==> config.mk <==
export PLATFORM = sky130hd
export DESIGN_NAME = sync_length_xor_frame_receiver
export DESIGN_NICKNAME = d
export VERILOG_FILES = /design/src/hw/rtl/sljx_pkg.sv /design/src/hw/rtl/sync_length_xor_frame_receiver.sv
export SDC_FILE = /design/constraint.sdc
export NUM_CORES = 1
export LEC_CHECK = 0
export ABC_AREA = 1
export CORE_ASPECT_RATIO = 1.25
export CORE_UTILIZATION = 45
export DETAILED_ROUTE_END_ITERATION = 8
export DONT_BUFFER_PORTS = 1
export PLACE_DENSITY = 0.6
export SYNTH_ARGS = -nofsm -noshare
export SYNTH_HDL_FRONTEND = slang
export SYNTH_SLANG_ARGS = --single-unit
==> constraint.sdc <==
create_clock -name clk_i -period 6.2 [get_ports clk_i]
set_input_delay 1.55 -clock clk_i [delete_from_list [all_inputs] [get_ports clk_i]]
set_output_delay 1.55 -clock clk_i [all_outputs]
set_load 0.1 [all_outputs]
==> src/hw/rtl/sljx_pkg.sv <==
// Shared types and constants for the sync/length/XOR frame receiver.
// Depends on nothing; used by sync_length_xor_frame_receiver.
`timescale 1ns / 1ps
`default_nettype none

package sljx_pkg;

  // Byte and field widths
  localparam int unsigned ByteW   = 8;
  localparam int unsigned StatusW = 2;
  // Output word: index, value, id, status, padded to whole bytes
  localparam int unsigned OutFieldsW = 3 * ByteW + StatusW;
  localparam int unsigned OutDataW   = ((OutFieldsW + 7) / 8) * 8;

  // Framing constants
  localparam logic [ByteW-1:0] SyncByte = 8'hA5;
  localparam logic [ByteW-1:0] CmdInfer = 8'h01;

  // Frame status codes, in order of precedence after ok
  typedef enum logic [StatusW-1:0] {
    ST_OK       = 2'd0,
    ST_BAD_CMD  = 2'd1,
    ST_BAD_LEN  = 2'd2,
    ST_BAD_CSUM = 2'd3
  } status_e;

  // Result kinds carried on tuser
  typedef enum logic {
    KIND_FEATURE = 1'b0,
    KIND_FRAME   = 1'b1
  } kind_e;

endpackage

`default_nettype wire

==> src/hw/rtl/sync_length_xor_frame_receiver.sv <==
// Sync / length / XOR-checksum frame receiver: parses received bytes into
// feature words and one end-of-frame status word. Depends on sljx_pkg.
// A byte accepted into the input register is parsed from there; its result word,
// if it makes one, is then registered in the output register.
// Throughput: one byte per cycle; a held byte leaves the input register only
// when the output register is free, so a stalled output stops intake.
// Reset (rst_ni low, asynchronous): parser returns to sync hunting, all
// stored frame state clears, and no word is valid on either stage.
`timescale 1ns / 1ps
`default_nettype none

module sync_length_xor_frame_receiver #(
  parameter int unsigned FEATURE_COUNT = 16
) (
  input  wire logic                           clk_i,
  input  wire logic                           rst_ni,
  // Received bytes
  input  wire logic                           s_axis_tvalid,
  output logic                                s_axis_tready,
  input  wire logic [sljx_pkg::ByteW-1:0]     s_axis_tdata,  // [7:0] rx_byte
  // Result words
  output logic                                m_axis_tvalid,
  input  wire logic                           m_axis_tready,
  // [7:0] feature_index, [15:8] feature_value, [23:16] frame_id,
  // [25:24] frame_status, [31:26] zero
  output logic [sljx_pkg::OutDataW-1:0]       m_axis_tdata,
  output logic [0:0]                          m_axis_tuser   // [0] item_kind
);

  localparam int unsigned BW = sljx_pkg::ByteW;
  localparam logic [BW-1:0] FeatCnt = BW'(FEATURE_COUNT);

  typedef enum logic [2:0] {
    PH_HUNT    = 3'd0,
    PH_CMD     = 3'd1,
    PH_ID      = 3'd2,
    PH_LEN     = 3'd3,
    PH_PAYLOAD = 3'd4,
    PH_CSUM    = 3'd5
  } phase_e;

  // Input register
  logic          in_vld_q;
  logic [BW-1:0] in_byte_q;

  // Parser state
  phase_e                phase_q, phase_d;
  logic [BW-1:0]         cmd_q, cmd_d;
  logic [BW-1:0]         tag_q, tag_d;
  logic [BW-1:0]         len_q, len_d;
  logic [BW-1:0]         cnt_q, cnt_d;
  logic [BW-1:0]         csum_q, csum_d;
  sljx_pkg::status_e     err_q, err_d;

  // Output register
  logic                                 out_vld_q;
  logic [BW-1:0]                        out_idx_q, out_val_q, out_id_q;
  sljx_pkg::status_e                    out_st_q;
  sljx_pkg::kind_e                      out_kind_q;

  // Result of the current word
  logic                 emit;
  sljx_pkg::kind_e      res_kind;
  logic [BW-1:0]        res_idx, res_val;
  sljx_pkg::status_e    res_st;

  logic out_free, process;

  assign out_free      = !out_vld_q || m_axis_tready;
  assign process       = in_vld_q && out_free;
  assign s_axis_tready = !in_vld_q || out_free;

  // Input stage
  always_ff @(posedge clk_i or negedge rst_ni) begin
    if (!rst_ni) begin
      in_vld_q <= 1'b0;
    end else if (s_axis_tready) begin
      in_vld_q <= s_axis_tvalid;
    end
  end

  always_ff @(posedge clk_i) begin
    if (s_axis_tready && s_axis_tvalid) begin
      in_byte_q <= s_axis_tdata;
    end
  end

  // Parser next state and result
  always_comb begin
    phase_d  = phase_q;
    cmd_d    = cmd_q;
    tag_d    = tag_q;
    len_d    = len_q;
    cnt_d    = cnt_q;
    csum_d   = csum_q;
    err_d    = err_q;
    emit     = 1'b0;
    res_kind = sljx_pkg::KIND_FEATURE;
    res_idx  = '0;
    res_val  = '0;
    res_st   = sljx_pkg::ST_OK;
    case (phase_q)
      PH_CMD: begin
        cmd_d   = in_byte_q;
        csum_d  = in_byte_q;
        phase_d = PH_ID;
      end
      PH_ID: begin
        tag_d   = in_byte_q;
        csum_d  = csum_q ^ in_byte_q;
        phase_d = PH_LEN;
      end
      PH_LEN: begin
        len_d  = in_byte_q;
        cnt_d  = '0;
        csum_d = csum_q ^ in_byte_q;
        if (cmd_q != sljx_pkg::CmdInfer) begin
          err_d = sljx_pkg::ST_BAD_CMD;
        end else if (in_byte_q != FeatCnt) begin
          err_d = sljx_pkg::ST_BAD_LEN;
        end else begin
          err_d = sljx_pkg::ST_OK;
        end
        phase_d = (in_byte_q == '0) ? PH_CSUM : PH_PAYLOAD;
      end
      PH_PAYLOAD: begin
        // features go out only for frames without a header error
        emit    = (err_q == sljx_pkg::ST_OK);
        res_idx = cnt_q;
        res_val = in_byte_q;
        csum_d  = csum_q ^ in_byte_q;
        cnt_d   = cnt_q + 1'b1;
        if (cnt_d == len_q) begin
          phase_d = PH_CSUM;
        end
      end
      PH_CSUM: begin
        emit     = 1'b1;
        res_kind = sljx_pkg::KIND_FRAME;
        res_st   = err_q;
        if (err_q == sljx_pkg::ST_OK && in_byte_q != csum_q) begin
          res_st = sljx_pkg::ST_BAD_CSUM;
        end
        phase_d = PH_HUNT;
      end
      default: begin
        // hunting, and unused codes behave the same
        phase_d = (in_byte_q == sljx_pkg::SyncByte) ? PH_CMD : PH_HUNT;
      end
    endcase
  end

  // Parser state registers
  always_ff @(posedge clk_i or negedge rst_ni) begin
    if (!rst_ni) begin
      phase_q <= PH_HUNT;
      cmd_q   <= '0;
      tag_q   <= '0;
      len_q   <= '0;
      cnt_q   <= '0;
      csum_q  <= '0;
      err_q   <= sljx_pkg::ST_OK;
    end else if (process) begin
      phase_q <= phase_d;
      cmd_q   <= cmd_d;
      tag_q   <= tag_d;
      len_q   <= len_d;
      cnt_q   <= cnt_d;
      csum_q  <= csum_d;
      err_q   <= err_d;
    end
  end

  // Output register
  always_ff @(posedge clk_i or negedge rst_ni) begin
    if (!rst_ni) begin
      out_vld_q <= 1'b0;
    end else if (process && emit) begin
      out_vld_q <= 1'b1;
    end else if (m_axis_tready) begin
      out_vld_q <= 1'b0;
    end
  end

  always_ff @(posedge clk_i) begin
    if (process && emit) begin
      out_kind_q <= res_kind;
      out_idx_q  <= res_idx;
      out_val_q  <= res_val;
      out_id_q   <= tag_q;
      out_st_q   <= res_st;
    end
  end

  assign m_axis_tvalid = out_vld_q;
  assign m_axis_tuser  = out_kind_q;
  assign m_axis_tdata  = sljx_pkg::OutDataW'({out_st_q, out_id_q, out_val_q, out_idx_q});

  // Checks on the parser
  a_frame_fields_zero: assert property (@(posedge clk_i) disable iff (!rst_ni)
    m_axis_tvalid && out_kind_q == sljx_pkg::KIND_FRAME |->
      out_idx_q == '0 && out_val_q == '0)
    else $error("frame word carries feature fields");

  a_feature_status_ok: assert property (@(posedge clk_i) disable iff (!rst_ni)
    m_axis_tvalid && out_kind_q == sljx_pkg::KIND_FEATURE |->
      out_st_q == sljx_pkg::ST_OK)
    else $error("feature word carries a status");

  a_no_feature_on_error: assert property (@(posedge clk_i) disable iff (!rst_ni)
    process && phase_q == PH_PAYLOAD && err_q != sljx_pkg::ST_OK |=>
      !m_axis_tvalid)
    else $error("feature emitted in a bad frame");

  a_csum_gives_frame: assert property (@(posedge clk_i) disable iff (!rst_ni)
    process && phase_q == PH_CSUM |=>
      m_axis_tvalid && out_kind_q == sljx_pkg::KIND_FRAME)
    else $error("checksum byte gave no frame word");

  a_count_in_range: assert property (@(posedge clk_i) disable iff (!rst_ni)
    phase_q == PH_PAYLOAD |-> cnt_q < len_q)
    else $error("payload count ran past length");

endmodule

`default_nettype wire

==> results_dict.tcl <==
set metrics [dict create \
    max_freq_ghz 0.2529 \
    worstSetupStartpointType "primary input" \
    drcViolationCount 0 \
    finalCriticalPeriod_ns 3.954 \
    cts_setup_buffers 0 \
    synth.distinct_cells 31 \
    die_width_um 82.76 \
    power.static_leakage_nw 1.720 \
    maxSlewViolCount 0 \
    seqCellArea_um2 2227 \
    mostFrequentLayoutCells "nand2_1 (80), dfrtp_1 (47), inv_1 (44), o21ai_0 (36), edfxtp_1 (35)" \
    critPathTopFamily "simple AND/OR/NAND/NOR gates" \
    root_buffer "clkbuf_8" \
    avgRoutedWirePerCell_um 14.33 \
    critPathLaunch "m_axis_tready" \
    rsz0062_at_grt "false" \
    rr_startpoint "m_axis_tvalid" \
    crit_path_max_incr_delay_ns 0.79 \
    grt_pass1_wl_um 11740 \
    coreArea_um2 7838 \
    cts_tree "done" \
    slowest_stage "nand3_1" \
    via_count 2449 \
    die_area_um2 8519 \
    overflow 0 \
    ioPinCount 47 \
    fin_hold_ws_ns 0.4594 \
    synth_edf_count 35 \
    fin_tns_setup_ns 0 \
    setup_ws_ns 2.246 \
    crit_chain "inv_1, nand3_1" \
    synthArstFlopShare_pct 57.32 \
    ctsHtreeMaxLevel 3 \
    critPathArrivalTime_ns 2.40 \
    yosysWarnings 0 \
    ir_drop_mv 0.2146 \
    crit_buf_inv 1 \
    grt_max_degree 48 \
    crit_required_ns 4.65 \
    status "completed" \
    syn_area_per_cell_um2 9.757 \
    multi_input_area_um2 1211 \
    netlist_area_um2 3669 \
    area_growth_syn_to_layout_pct 8.459 \
    fin_area_um2 3979 \
    fp.dieH_um 102.9 \
    hold_viol 0 \
    ys.flop_type "dfrtp_1" \
    maxCapViolCount 0 \
    grtUsageTotal_pct 18.98 \
    place_area_um2 3749 \
    final_layout_size_suffix_gt1_share_pct 9.845 \
    ctsResizeCount 0 \
    viasPerCell 5.091 \
    diodes 0 \
    cts_sinks 82 \
    crit_type "in -> out" \
    dp_worst_setup_slack_ns 2.243 \
    powerDensity_nw_per_um2 447.1 \
    synth-seq-cells 82 \
    clk_path_buf_depth 2 \
    worstMarginPinSlew_ns 1.096 \
    rows 36 \
    ys_seq_area_share_pct 60.71 \
    min_from "tag_q[5]" \
    crit_path_end_kind "output pin" \
    drtAntennaViolNets 0 \
    port_buffers 0 \
    ctsHoldBuffers 0 \
    max_slew_margin_pct 26.76 \
    first_iter_violations 144 \
    firstDrtPassIters 4 \
    finClkSkew_ns 0.01240 \
    nNetsFinal 395 \
    synthCells 376 \
    hpwl_um 4812 \
    period_share_pct 63.77 \
    wl_um 6891 \
    final_common_cell "nand2_1" \
    cp_max_fo 3 \
    cts.clk_slew.worst_paths_ns 0.09 \
    nFillCells 763 \
    numCtsBuffers 9 \
    clkLatencyLatePin_ns 0.36 \
    grt_pass1_vias 2412 \
    start_util_pct 46.81 \
    hp-class "reg -> reg" \
    finalSetupViolations 0 \
    gp_congestion 0.8115 \
    antenna_found_initial 0 \
]
## sequential cells by signal, indices dropped and copies added, names as in the netlist
| register | flops |
|---|---|
| csum_q | 8 |
| m_axis_tuser | 1 |
| len_q | 8 |
| err_q | 2 |
| m_axis_tvalid | 1 |
| out_val_q | 8 |
| cnt_q | 8 |
| in_byte_q | 8 |
| tag_q | 8 |
| out_st_q | 2 |
| in_vld_q | 1 |
| out_id_q | 8 |
| out_idx_q | 8 |
| cmd_q | 8 |
| phase_q | 3 |
## synth_stat cells (2+ instances only)
library cell | n | area, µm²
nand2_1 | 80 | 300.3
dfrtp_1 | 47 | 1176
inv_1 | 44 | 165.2
o21ai_0 | 36 | 180.2
edfxtp_1 | 35 | 1051
nor2_1 | 32 | 120.1
nand3_1 | 23 | 115.1
xor2_1 | 9 | 78.83
a21oi_1 | 7 | 35.03
nand4_1 | 7 | 43.79
buf_4 | 6 | 45.04
xnor2_1 | 6 | 52.55
inv_2 | 5 | 18.77
clkbuf_1 | 4 | 15.01
nand2_2 | 4 | 25.02
nor2_4 | 4 | 45.04
nor3_1 | 4 | 20.02
nor4_1 | 4 | 25.02
nor2_2 | 3 | 18.77
buf_2 | 2 | 10.01
ha_1 | 2 | 25.02
o22ai_1 | 2 | 12.51
o31ai_1 | 2 | 15.01
## power by group
| group | switching [W] | leakage, nW | internal [W] |
|---|---|---|---|
| Combinational | 0.000317 | 0.677 | 0.000186 |
| Clock | 0.000213 | 0.117 | 0.000235 |
| Sequential | 0.000110 | 0.926 | 0.000718 |
## per-stage QoR
step / util, % / std cells / power (W)
global placement: 47.83 / 465 / 0.001330
finish: 50.77 / 481 / 0.001779
CTS: 50.77 / 481 / 0.001793
global route: 50.77 / 481 / 0.001917
detailed placement: 47.83 / 465 / 0.001346
floorplan: - / 381 / 0.001235
## area by class of cell
cell class / count / area share (%)
Clock buffer: 9 / 3.113
Inverter: 49 / 4.623
Sequential cell: 82 / 55.97
Clock inverter: 7 / 2.673
Timing Repair Buffer: 1 / 0.1887
Multi-Input combinational cell: 238 / 30.44
Tap cell: 95 / 2.987
## routing by layer
| layer | part of all wire, % | vias to the layer above | track usage (%) |
|---|---|---|---|
| li1 | - | 1232 | - |
| met2 | 50 | 54 | 31.02 |
| met3 | 2.8 | 17 | 3.097 |
| met1 | 44 | 1146 | 23.51 |
| met5 | 0 | - | 0 |
| met4 | 3.6 | 0 | 11.01 |
## final timing paths
path	end	slack, ns	depth (start not counted)
worst min-delay path	out_id_q[5]	0.46	0
max in group asynchronous	cnt_q[4]	5.23	0
worst min register to register	out_id_q[5]	0.46	0
min in group asynchronous	cnt_q[1]	0.88	0
worst max-delay path	s_axis_tready	2.25	2
worst max register to register	cnt_q[3]	3.35	8
## kinds of logic (layout without fill, tap and decap cells)
| group | after synthesis | count (layout) | synth area share [%] |
|---|---|---|---|
| AND/OR/NAND/NOR | 164 | 164 | 20.16 |
| flip-flops | 82 | 82 | 60.71 |
| buffers and inverters | 61 | 66 | 6.924 |
| AO/OA/AOI/OAI | 51 | 51 | 7.844 |
| XOR/XNOR | 15 | 15 | 3.581 |
| adder cells (fa/ha/maj) | 2 | 2 | 0.6820 |
| other | 1 | 6 | 0.1022 |
Power figures use the tool's default switching activity.
